[config.mk]
export PLATFORM = sky130hd
export DESIGN_NAME = lru_tag_cache_manager
export DESIGN_NICKNAME = d
export VERILOG_FILES = /design/src/design/lrutc_pkg.sv /design/src/design/lrutc_scan_step.sv /design/src/design/lru_tag_cache_manager.sv
export SDC_FILE = /design/constraint.sdc
export NUM_CORES = 1
export LEC_CHECK = 0
export ABC_AREA = 1
export BUFFER_PORTS_ARGS = -buffer_cell sky130_fd_sc_hd__buf_2
export CAP_MARGIN = 0
export CORE_ASPECT_RATIO = 0.7
export CORE_UTILIZATION = 50
export DETAILED_ROUTE_END_ITERATION = 10
export GPL_TIMING_DRIVEN = 0
export PLACE_DENSITY = 0.69
export SLEW_MARGIN = 40
export SYNTH_ARGS = -nofsm -noshare
export SYNTH_HDL_FRONTEND = slang
export SYNTH_SLANG_ARGS = --single-unit
[constraint.sdc]
create_clock -name clk -period 6.1 [get_ports clk]
set_input_delay 1.22 -clock clk [delete_from_list [all_inputs] [get_ports clk]]
set_output_delay 1.22 -clock clk [all_outputs]
set_load 0.05 [all_outputs]
[src/design/lrutc_pkg.sv]
// Shared types and constants for the LRU tag cache manager.
// Used by lrutc_scan_step and lru_tag_cache_manager; depends on nothing else.
package lrutc_pkg;

    // Geometry
    localparam int CACHE_SLOTS  = 8;
    localparam int SLOT_W       = (CACHE_SLOTS > 1) ? $clog2(CACHE_SLOTS) : 1;
    localparam int KEY_W        = 21;
    localparam int STATUS_W     = 2;
    localparam int STAMP_W      = 32;
    localparam int SLOT_FIELD_W = 3;

    // Fill outcome codes
    localparam logic [STATUS_W-1:0] FILL_OK        = 2'd0;
    localparam logic [STATUS_W-1:0] FILL_UNTOUCHED = 2'd1;
    localparam logic [STATUS_W-1:0] FILL_MIDWAY    = 2'd2;

    typedef logic [SLOT_W-1:0]  slot_idx_t;
    typedef logic [KEY_W-1:0]   key_t;
    typedef logic [STAMP_W-1:0] stamp_t;

    // Request beat
    typedef struct packed {
        key_t                key;
        logic [STATUS_W-1:0] fill_status;
    } req_t;

    // Response beat
    typedef struct packed {
        logic                    ok;
        logic                    hit;
        logic [SLOT_FIELD_W-1:0] slot;
    } rsp_t;

    // Running result of the slot scan
    typedef struct packed {
        logic      hit_found;
        slot_idx_t hit_idx;
        logic      inv_found;
        slot_idx_t inv_idx;
        slot_idx_t best_idx;
        stamp_t    oldest;
    } scan_t;

endpackage

[src/design/lrutc_scan_step.sv]
// One step of the slot scan: key match, free-slot search and oldest-stamp compare
// for a single slot. Depends on lrutc_pkg.
module lrutc_scan_step
    import lrutc_pkg::*;
(
    input  slot_idx_t idx,
    input  logic      first,
    input  logic      entry_valid,
    input  key_t      entry_key,
    input  stamp_t    entry_stamp,
    input  key_t      key,
    input  scan_t     acc,
    output scan_t     nxt
);

    scan_t base;

    // Start fresh on slot zero, otherwise carry the running result
    always_comb
    begin
        if (first)
        begin
            base.hit_found = 1'b0;
            base.hit_idx   = '0;
            base.inv_found = 1'b0;
            base.inv_idx   = '0;
            base.best_idx  = '0;
            base.oldest    = entry_stamp;
        end
        else
        begin
            base = acc;
        end
    end

    // Fold this slot into the result
    always_comb
    begin
        nxt = base;
        // keep the first matching slot
        if (!base.hit_found && entry_valid && (entry_key == key))
        begin
            nxt.hit_found = 1'b1;
            nxt.hit_idx   = idx;
        end
        // first free slot among slots one and up
        if (!first && !entry_valid && !base.inv_found)
        begin
            nxt.inv_found = 1'b1;
            nxt.inv_idx   = idx;
        end
        // strictly smaller stamp wins, so ties keep the lower index
        if (!first && (entry_stamp < base.oldest))
        begin
            nxt.oldest   = entry_stamp;
            nxt.best_idx = idx;
        end
    end

endmodule

[src/design/lru_tag_cache_manager.sv]
// Top level of the fully associative LRU tag cache manager.
// Depends on lrutc_pkg and lrutc_scan_step.
//
//  channel  | direction | handshake            | payload
//  ---------+-----------+----------------------+-----------------------------
//  req      | in        | req_valid/req_stall  | req_t: key, fill_status
//  rsp      | out       | rsp_valid/rsp_stall  | rsp_t: ok, hit, slot
//
// From accept, the scan takes each slot in turn through the shared scan
// step, then an update state writes the tag store and loads the response
// register. req_stall is high from accept until the update commits, so a
// new request is taken only after the previous one has committed; the
// update waits while a response is stalled.
// rst_n clears the tag store, the use counter and all handshake state at once.
module lru_tag_cache_manager
    import lrutc_pkg::*;
(
    input  logic clk,
    input  logic rst_n,
    input  logic req_valid,
    output logic req_stall,
    input  req_t req,
    output logic rsp_valid,
    input  logic rsp_stall,
    output rsp_t rsp
);

    localparam logic [1:0] ST_IDLE   = 2'd0;
    localparam logic [1:0] ST_SCAN   = 2'd1;
    localparam logic [1:0] ST_UPDATE = 2'd2;

    localparam int IDX_EXT_W = (SLOT_W > SLOT_FIELD_W) ? SLOT_W : SLOT_FIELD_W;
    localparam slot_idx_t LAST_IDX = SLOT_W'(CACHE_SLOTS - 1);

    logic [1:0]              state_reg, state_next;
    slot_idx_t               scan_idx_reg, scan_idx_next;
    scan_t                   acc_reg, acc_next;
    req_t                    req_reg, req_next;
    logic [CACHE_SLOTS-1:0]  slot_valid_reg, slot_valid_next;
    key_t                    slot_key_reg [CACHE_SLOTS];
    stamp_t                  slot_stamp_reg [CACHE_SLOTS];
    stamp_t                  use_counter_reg, use_counter_next;
    rsp_t                    rsp_reg, rsp_next;
    logic                    rsp_valid_reg, rsp_valid_next;

    scan_t                   step_out;
    slot_idx_t               victim;
    stamp_t                  count_inc;
    logic                    out_free;
    logic                    commit;
    logic                    key_we;
    logic                    stamp_we;
    logic [IDX_EXT_W-1:0]    victim_ext;

    // Shared scan step on the slot under the scan pointer
    lrutc_scan_step u_scan_step (
        .idx         (scan_idx_reg),
        .first       (scan_idx_reg == '0),
        .entry_valid (slot_valid_reg[scan_idx_reg]),
        .entry_key   (slot_key_reg[scan_idx_reg]),
        .entry_stamp (slot_stamp_reg[scan_idx_reg]),
        .key         (req_reg.key),
        .acc         (acc_reg),
        .nxt         (step_out)
    );

    // Pick the slot to use or replace
    always_comb
    begin
        if (acc_reg.hit_found)
            victim = acc_reg.hit_idx;
        else if (acc_reg.inv_found)
            victim = acc_reg.inv_idx;
        else if (!slot_valid_reg[0])
            victim = '0;
        else
            victim = acc_reg.best_idx;
    end

    assign count_inc  = use_counter_reg + 32'd1;
    assign victim_ext = IDX_EXT_W'(victim);
    assign out_free   = !rsp_valid_reg || !rsp_stall;
    assign commit     = (state_reg == ST_UPDATE) && out_free;

    // Sequencer and update
    always_comb
    begin
        state_next       = state_reg;
        scan_idx_next    = scan_idx_reg;
        acc_next         = acc_reg;
        req_next         = req_reg;
        slot_valid_next  = slot_valid_reg;
        use_counter_next = use_counter_reg;
        rsp_next         = rsp_reg;
        rsp_valid_next   = rsp_valid_reg && rsp_stall;
        key_we           = 1'b0;
        stamp_we         = 1'b0;

        unique case (state_reg)
            ST_IDLE:
            begin
                if (req_valid)
                begin
                    req_next      = req;
                    scan_idx_next = '0;
                    state_next    = ST_SCAN;
                end
            end
            ST_SCAN:
            begin
                acc_next = step_out;
                if (scan_idx_reg == LAST_IDX)
                    state_next = ST_UPDATE;
                else
                    scan_idx_next = scan_idx_reg + 1'b1;
            end
            ST_UPDATE:
            begin
                if (out_free)
                begin
                    rsp_next.hit   = acc_reg.hit_found;
                    rsp_next.ok    = acc_reg.hit_found || (req_reg.fill_status == FILL_OK);
                    rsp_next.slot  = victim_ext[SLOT_FIELD_W-1:0];
                    rsp_valid_next = 1'b1;
                    if (acc_reg.hit_found)
                    begin
                        stamp_we = 1'b1;
                    end
                    else
                    begin
                        case (req_reg.fill_status)
                            FILL_OK:
                            begin
                                key_we                  = 1'b1;
                                stamp_we                = 1'b1;
                                slot_valid_next[victim] = 1'b1;
                            end
                            FILL_MIDWAY:
                            begin
                                slot_valid_next[victim] = 1'b0;
                            end
                            FILL_UNTOUCHED:
                            begin
                                slot_valid_next = slot_valid_reg;
                            end
                            default:
                            begin
                                slot_valid_next = slot_valid_reg;
                            end
                        endcase
                    end
                    if (stamp_we)
                        use_counter_next = count_inc;
                    state_next = ST_IDLE;
                end
            end
            default:
            begin
                state_next = ST_IDLE;
            end
        endcase
    end

    // Control registers
    always_ff @(posedge clk or negedge rst_n)
    begin
        if (!rst_n)
        begin
            state_reg       <= ST_IDLE;
            scan_idx_reg    <= '0;
            slot_valid_reg  <= '0;
            use_counter_reg <= '0;
            rsp_valid_reg   <= 1'b0;
        end
        else
        begin
            state_reg       <= state_next;
            scan_idx_reg    <= scan_idx_next;
            slot_valid_reg  <= slot_valid_next;
            use_counter_reg <= use_counter_next;
            rsp_valid_reg   <= rsp_valid_next;
        end
    end

    // Tag and stamp store, cleared to zero at reset
    always_ff @(posedge clk or negedge rst_n)
    begin
        if (!rst_n)
        begin
            for (int i = 0; i < CACHE_SLOTS; i++)
            begin
                slot_key_reg[i]   <= '0;
                slot_stamp_reg[i] <= '0;
            end
        end
        else
        begin
            if (key_we)
                slot_key_reg[victim] <= req_reg.key;
            if (stamp_we)
                slot_stamp_reg[victim] <= count_inc;
        end
    end

    // Payload registers
    always_ff @(posedge clk)
    begin
        acc_reg <= acc_next;
        req_reg <= req_next;
        rsp_reg <= rsp_next;
    end

    assign req_stall = (state_reg != ST_IDLE);
    assign rsp_valid = rsp_valid_reg;
    assign rsp       = rsp_reg;

    // A hit is always resident
    a_hit_implies_ok: assert property (@(posedge clk) disable iff (!rst_n)
        rsp_valid_reg |-> (!rsp_reg.hit || rsp_reg.ok))
        else $error("response reports hit without ok");

    // The use counter moves by exactly one, and only on a commit
    a_counter_step: assert property (@(posedge clk) disable iff (!rst_n)
        !$stable(use_counter_reg) |-> (use_counter_reg == $past(use_counter_reg) + 32'd1)
                                      && ($past(commit)))
        else $error("use counter moved by other than one step");

    // An accepted request starts the scan at slot zero
    a_accept_starts_scan: assert property (@(posedge clk) disable iff (!rst_n)
        (req_valid && !req_stall) |=> (state_reg == ST_SCAN) && (scan_idx_reg == '0))
        else $error("accepted request did not start a scan");

    // A waiting response is never overwritten
    a_rsp_not_overwritten: assert property (@(posedge clk) disable iff (!rst_n)
        (rsp_valid_reg && rsp_stall) |=> rsp_valid_reg && $stable(rsp_reg))
        else $error("stalled response was overwritten");

    // The valid set only changes when an update commits
    a_valid_only_on_commit: assert property (@(posedge clk) disable iff (!rst_n)
        !$stable(slot_valid_reg) |-> $past(commit))
        else $error("slot valid bits changed outside an update");

endmodule
Word-level counts from Yosys, hierarchy flattened:

Cells that the tools add are included.

* add/sub/neg operators: 2
* magnitude comparators: 7
* eq/ne operators: 9
* muxes and demuxes: 42
* bitwise gates (word level): 6
* reduce and logical (&&, ||, !) cells: 34

Operators with widths (count)
* bitwise mux 256 bit: 1
* bitwise mux 168 bit: 1
* binary-select mux 32 bit (select 3 bit): 1
* demux 32 bit (select 3 bit): 1
* two-way mux 32 bit: 3
* binary-select mux 21 bit (select 3 bit): 1
* demux 21 bit (select 3 bit): 1
* two-way mux 21 bit: 3
* two-way mux 43 bit: 1
* two-way mux 35 bit: 1
* adder 32 x 1 -> 32 bit (second input constant): 1
* < comparator 32 bit: 1
* == test 21 bit: 1
* two-way mux 3 bit: 7
* one-hot mux 8 bit (2 select lines): 1
* two-way mux 1 bit: 13
* nonzero test 2 bit: 6
* AND reduction 2 bit: 5
* AND reduction 3 bit: 3
* AND 8 bit: 1
* >= comparator 4 bit (second input constant): 2
* logical AND 1 bit: 8
* < comparator 3 x 4 -> 1 bit (second input constant): 2
* != test 2 bit (second input constant): 4
* other kinds (20): 31

* register bits: 541
* bits of input ports: 27
* output and inout port bits: 7
* word-level logic and storage cells: 132

Depth between registers and ports, before layout:

Gate-level depths: netlist of run 1.

* depth in word-level cells: 10
* mapped depth: 26
* mapped depth without buffers: 19

Cells and area by module:

A second synthesis of run 1 with hierarchy kept.

* cells, all modules: 3609
* area total of the unflattened synthesis: 27629.0 um2

Modules (own cells, without submodules)
* lru_tag_cache_manager: times used 1, cells an instance 3201, area each 25424.4 um2
* lrutc_scan_step: times used 1, cells an instance 408, area each 2204.6 um2

Least setup slack after synthesis of run 1:

Ideal clock, no wire load.

* kind: register -> register
* from: reg scan_idx_reg[1]
* to: reg acc_reg[23] (netlist bit) (data pin)
* library setup time: 0.253 ns
* arrival time: 3.822 ns
* data required time: 5.847 ns
* setup slack: 2.025 ns
* cell stages (with the launch flop): 23
* clock period less this slack: 4.075 ns
* cells stage by stage: dfrtp_1 -> buf_2 -> inv_2 -> buf_2 -> buf_2 -> clkbuf_1 -> ha_1 -> nand2_1 -> inv_1 -> clkbuf_1 -> clkbuf_1 -> nand2_1 -> o21ai_0 -> ha_1 -> a21oi_1 -> nor2_1 -> a211oi_1 -> nor2_1 -> nor4_2 -> nand3_2 -> buf_2 -> nand2_1 -> nand2_1

RTL lines
* start: declaration: line lru_tag_cache_manager.sv:36 `slot_idx_t scan_idx_reg, scan_idx_next;`
* start signal: assignment: line lru_tag_cache_manager.sv:178 `scan_idx_reg <= scan_idx_next;`
* end signal: assignment: line lru_tag_cache_manager.sv:208 `acc_reg <= acc_next;`
* end: declaration: line lru_tag_cache_manager.sv:37 `scan_t acc_reg, acc_next;`

==> results of run 1 <==
==> critical path, stage by stage, from the launching register on <==
cell,delay [ns]
dfrtp_1,0.46
inv_2,0.13
buf_4,0.21
buf_2,0.31
buf_2,0.53
ha_1,0.25
nand2_1,0.12
inv_1,0.12
clkbuf_1,0.39
clkbuf_2,0.39
o21ai_0,0.20
ha_1,0.36
nand4_1,0.13
or3_1,0.36
nor4_1,0.45
nand2_2,0.25
nand3_2,0.20
buf_2,0.28
nor2_1,0.06
==> timing repair <==
| item | in CTS | in global routing |
|---|---|---|
| resized for setup | 0 | 10 |
| endpoints found under the hold margin | 0 | 0 |
| endpoints found under the setup margin | 0 | 36 |
==> where the power goes <==
group	internal (W)	total [W]	switching [W]
registers	0.00436	0.00464	0.000285
clock network	0.00185	0.00331	0.00146
logic	0.00178	0.00666	0.00487
==> how the worst max path moves through the flow <==
stage	depth (start not counted)	endpoint	slack [ns]
5_1_grt	21	acc_reg[31]	0.36
3_5_place_dp	22	acc_reg[28]	0.12
6_report	18	acc_reg[33]	0.61
3_3_place_gp	1	slot_key_reg[8]	-5.69
4_1_cts	22	acc_reg[28]	0.05
2_1_floorplan	22	acc_reg[23]	2.02
==> stage by stage <==
step	area, sq um	setup WS, ns
5_1_grt	28800	0.359
2_1_floorplan	25800	2.02
6_report	28800	0.612
3_3_place_gp	26800	-5.69
4_1_cts	28800	0.0525
3_5_place_dp	27100	0.117
==> kinds of logic (layout without fill, tap and decap cells) <==
family	count (synthesis)	in the layout	share of synthesized area (%)
compound gates	875	875	17.8
flops	541	541	53.9
buf+inv	418	552	6.47
xor+xnor	39	39	1.52
mux	1	1	0.0389
simple gates	1183	1183	18.5
fa+ha+maj	35	35	1.70
==> cells in the final DEF (no fill, tap or decap), drive strengths merged, types with 2 or more instances in the layout <==
cell type	synthesis	routed
a32o	4	4
clkbuf	128	200
a211oi	2	2
a21oi	117	117
nor2	193	193
nand2	885	885
o21ai	691	691
o22ai	29	29
edfxtp	71	71
a31oi	15	15
ha	35	35
nand3	42	42
nand4	41	41
dfrtp	470	470
inv	227	229
bufinv	0	3
xor2	39	39
clkinv	0	16
o211ai	14	14
nor4	7	7
nor3	14	14
buf	63	103
==> routing by layer <==
layer  vias up  part of all wire [%]  wire length [um]
li1      10300                     -                 -
met5         -                     0                 0
met4         0                   2.1              1900
met1     11600                    44             39800
met2      1559                    39             35200
met3       136                    14             12800
==> area by class of cell <==
type,instances,area [sq um],share of cell area [%]
sequential,541,13900,48.2
clock inverter,22,194,0.672
inverter,227,852,2.95
buffer,189,822,2.85
tap,674,843,2.92
timing repair buffer,42,410,1.42
clock buffer,72,1510,5.24
multi-input combinational,2133,10300,35.8
==> out/metrics.cfg, run 1 <==
[run_status]
status = complete, no violations

[clock_network]
clk_latency_ns = 0.63
cts.clk_slew.worst_paths_ns = 0.07
cts_tree = done
cts_max_level = 2
ctsRootBufferMaster = clkbuf_16
clkSinkCount = 541
ctsHoldBuffers = 0
numCtsBuffers = 52
clock_path_buffers = 3
cts_setup_buffers = 0

[floorplanning]
die-height_um = 192
rows = 69
die_area_sq_um = 52400
die_w_um = 273
core-area_sq_um = 50800
initial_utilization_pct = 50.7
io-pin-count = 34

[final_layout]
drive_gt1_share_pct = 8.52
synthToLayoutAreaGrowth_pct = 11.9
final_cells = 3900
largest_reg_flops = 256
fill_cells = 4600
num-nets-final = 3248
fin_util_pct = 56.8
antenna_cells = 0

[timing]
rsz0062_at_grt = false
period_minus_slack_ns = 5.49
final_hold_viol_count = 0
tightest_slew_ns = 0.909
finalMaxSlewViolations = 0
tns_ns = 0
finalCritPeriodShare_pct = 90.0
fin_skew_ns = 0.0276
setup_viol = 0
hold_ws_ns = 0.470
relSlewSlack_pct = 39.4
fmax_ghz = 0.182

[logic_synthesis]
yosysWarnings = 0
synth.distinct_cells = 43
yosysMostFrequentCell = nand2_1
syn_inst = 3092
synthTopCellsByArea = dfrtp_1 (46%), nand2_1 (13%), o21ai_0 (12%), edfxtp_1 (8.3%), inv_1 (3.1%)
avgSynthCellArea_sq_um = 8.33
synth-edff-count = 71
syn_nets = 3154
yosysTopAreaCell = dfrtp_1
synth_top_area_share_pct = 45.7
netlist_area_sq_um = 25800
synth_ff_type = dfrtp_1
async_flop_share_pct = 86.9
ys_seq_elements = 541
synth_common_cells = nand2_1 (883), o21ai_0 (641), dfrtp_1 (470)
yosysSeqAreaShare_pct = 53.9

[job]
maxCapViolCount = 0

[worst_hold_path]
hold_class = in2async

[placed_design]
place_inst = 3808
io_buffer_count = 33
gp_congestion = 1.01
hpwl_um = 64500

[worst_setup_path]
worst-path-max-fanout = 19
cp-start-kind = flop
path_class = reg2reg
crit_required_ns = 6.45
critPathCaptureType = flop
r2r_cells = 18
worstReg2RegStart = scan_idx_reg[0]
r2r-end = acc_reg[33]
r2r_slack_ns = 0.61
arrival_ns = 5.83
startpoint = scan_idx_reg[0]

[global_route]
met2_usage_pct = 45.8
grt_pass1_wl_um = 136000
overflow = 0
grt_util_met1_pct = 54.4
grt_use_met3_pct = 10.5
grt_max_degree = 75
top_usage_layer = met1
grt_pass1_vias = 21700
grt_antenna_before_repair = 1
grt.total_usage_pct = 34.7

[drt]
wl_per_cell_um = 23.0
drc = 0
drtIter0Drc = 3793
avgViaCountPerCell = 6.07
routed_wirelength_um = 89700
vias = 23700
postRouteAntennaNets = 0
firstDrtPassIters = 5

[power]
ir_drop_mv = 0.270
power_w = 0.0146
powerDensity_nw_per_um2 = 507
p_leak_nw = 13.5

(Power assumes the default switching activity.)
==> run 2: changes to the inputs <==
--- a/config.mk
+++ b/config.mk
@@ -12,7 +12,7 @@
 export CORE_UTILIZATION = 50
 export DETAILED_ROUTE_END_ITERATION = 10
 export GPL_TIMING_DRIVEN = 0
-export PLACE_DENSITY = 0.69
+export PLACE_DENSITY_LB_ADDON = 0.15
 export SLEW_MARGIN = 40
 export SYNTH_ARGS = -nofsm -noshare
 export SYNTH_HDL_FRONTEND = slang
==> run 2 against run 1 <==
Effect of this change: via count down 1.1%; utilization about the same; routed wire length down 0.24%; clock skew down 0.0070 ns; largest cell class unchanged; critical path depth up 4; highest routed layer unchanged; critical path type unchanged; critical endpoint is now acc_reg[21]; die area unchanged; count of clock-buffer cells in the layout up 19; worst hold slack better by 0.00082 ns; first-iteration DRC count down 7.6%.
==> out/metrics.cfg, run 2 (synthesized netlist as in run 1, its figures left out) <==
[run_status]
status = complete, no violations

[worst_setup_path]
worst-path-max-fanout = 19  ; unchanged
critPathCaptureType = flop
r2r_cells = 22  ; +4
arrival_ns = 6.31  ; +0.48 ns
r2r_slack_ns = 0.16  ; -0.45 ns
r2r-end = acc_reg[21]
cp-start-kind = flop
path_class = reg2reg
worstReg2RegStart = scan_idx_reg[1]
crit_required_ns = 6.47  ; +0.02 ns

[worst_hold_path]
hold_path_startpoint = slot_stamp_reg[7]
hold_end = slot_stamp_reg[7]
whs_path_depth = 2
hold_class = reg2reg

[clock_network]
cts_tree = done
clkSinkCount = 541  ; unchanged
numCtsBuffers = 53  ; +1.9%
clock_path_buffers = 3  ; unchanged
ctsHoldBuffers = 0  ; unchanged
cts.clk_slew.worst_paths_ns = 0.07  ; about the same
cts_setup_buffers = 0  ; unchanged
cts_max_level = 2  ; unchanged
clk_latency_ns = 0.63  ; about the same
ctsRootBufferMaster = clkbuf_16

[final_layout]
final_common_cell = nand2_1
largest_reg_flops = 256  ; unchanged
synthToLayoutAreaGrowth_pct = 12.0  ; about the same
final_cell_mix = nand2_1 (883), o21ai_0 (641), dfrtp_1 (470)
antenna_cells = 0  ; unchanged
drive_gt1_share_pct = 8.26  ; -0.26 points
fill_cells = 4640  ; +0.87%
num-nets-final = 3249  ; +0.031%
final_cells = 3906  ; +0.15%

[drt]
wl_per_cell_um = 22.9  ; -0.40%
postRouteAntennaNets = 0  ; unchanged
routed_wirelength_um = 89500  ; -0.24%
vias = 23400  ; -1.1%
avgViaCountPerCell = 5.99  ; -1.3%
drc = 0  ; unchanged
firstDrtPassIters = 6  ; +1
drtIter0Drc = 3505  ; -7.6%

[timing]
setup_viol = 0  ; unchanged
finalCritPeriodShare_pct = 97.4  ; +7.4 points
finalMaxSlewViolations = 0  ; unchanged
fmax_ghz = 0.168  ; -7.6%
final_hold_viol_count = 0  ; unchanged
period_minus_slack_ns = 5.94  ; +0.451 ns
rsz0062_at_grt = false
tightest_slew_ns = 0.951  ; +0.0427 ns
relSlewSlack_pct = 35.9  ; -3.5 points
fin_skew_ns = 0.0206  ; -0.00704 ns
hold_ws_ns = 0.470  ; +0.000818 ns

[power]
p_clk_share_pct = 22.7  ; about the same
p_comb_share_pct = 45.7  ; about the same
powerDensity_nw_per_um2 = 508  ; +0.29%
swShare_pct = 45.3  ; about the same
p_leak_nw = 13.4  ; about the same
p_sw_w = 0.00664  ; +0.32%
ir_drop_mv = 0.288  ; +6.6%
internal_power_w = 0.00802  ; +0.38%
seqPwrFrac_pct = 31.6  ; -0.2 points

[global_route]
grt_pass1_wl_um = 136000  ; about the same
grt_antenna_before_repair = 0  ; -1
grt.total_usage_pct = 34.8  ; +0.042 points
overflow = 0  ; unchanged
grt_max_degree = 75  ; unchanged
grt_pass1_vias = 22000  ; +0.99%

[floorplanning]
die_area_sq_um = 52400  ; unchanged
initial_utilization_pct = 50.7  ; unchanged
core-area_sq_um = 50800  ; unchanged
io-pin-count = 34  ; unchanged
die_w_um = 273  ; unchanged
die-height_um = 192  ; unchanged
rows = 69  ; unchanged

[placed_design]
gp_congestion = 1.01  ; +0.34%
place_inst = 3808  ; unchanged
io_buffer_count = 33  ; unchanged
hpwl_um = 65300  ; +1.2%

[job]
maxCapViolCount = 0  ; unchanged

[run 2: what timing repair did]
item / 4_1_cts / 5_1_grt
resized for setup: 1 / 6
pin swaps: 0 / 0
endpoints found under the setup margin: 30 / 38
[run 2: per-layer routing]
layer	vias to the layer above	GRT usage, %	share of wire, %
met5	-	0	0
met4	0	8.72	2.1
met3	136	9.89	14
met2	1378	45.6	39
met1	11500	55.1	46
li1	10400	-	-
[run 2: cell type report]
type / instances / area, sq um / share of cell area, %
flip-flops and latches: 541 / 13900 / 48.1
clock inverters: 9 / 73.8 / 0.256
well taps: 674 / 843 / 2.92
repair buffers: 42 / 403 / 1.40
clock buffers: 91 / 1650 / 5.73
inverters: 227 / 852 / 2.95
multi-input cells: 2133 / 10300 / 35.7
plain buffers: 189 / 825 / 2.86
[run 2: critical path, stage by stage (launching register included)]
cell	delay, ns
dfrtp_1	0.38
buf_2	0.20
inv_2	0.12
buf_2	0.35
clkbuf_4	0.46
ha_1	0.21
nand2_1	0.12
inv_1	0.12
clkbuf_1	0.40
clkbuf_1	0.44
o21ai_0	0.22
ha_1	0.43
a21oi_1	0.48
o21ai_0	0.14
nand3_1	0.09
nand2_1	0.05
nand2_1	0.06
a21oi_1	0.15
nor4_4	0.51
nand3_2	0.26
buf_2	0.30
nand2_1	0.10
nand2_1	0.07
[run 2: per-stage QoR]
step / setup slack, ns / setup TNS [ns] / power (W) / utilization [%] / instance area [sq um]
after floorplan: 2.02 / 0 / 0.00857 / - / 25800
after global placement: -5.80 / -2695.53 / 0.0109 / 52.7 / 26800
after detailed placement: -0.119 / -1.78 / 0.0111 / 53.4 / 27100
after CTS: 0.0224 / 0 / 0.0144 / 56.8 / 28800
after global routing: 0.0191 / 0 / 0.0154 / 56.8 / 28900
final: 0.161 / 0 / 0.0147 / 56.8 / 28900
[run 2: worst max-delay path by stage]
stage,from,to,slack (ns),cells past startpoint
2_1_floorplan,scan_idx_reg[1],acc_reg[23],2.02,22
3_3_place_gp,rst_n,slot_stamp_reg[178],-5.80,1
3_5_place_dp,scan_idx_reg[1],acc_reg[21],-0.12,23
4_1_cts,scan_idx_reg[1],acc_reg[32],0.02,19
5_1_grt,scan_idx_reg[1],acc_reg[21],0.02,22
6_report,scan_idx_reg[1],acc_reg[21],0.16,22
[run 2: power by group through the flow]
stage	combinational [W]	sequential, W	clock, W
after floorplan	0.00396	0.00461	0
after global placement	0.00620	0.00467	0
after detailed placement	0.00639	0.00468	0
after CTS	0.00643	0.00462	0.00334
after global routing	0.00725	0.00468	0.00349
final	0.00669	0.00463	0.00333
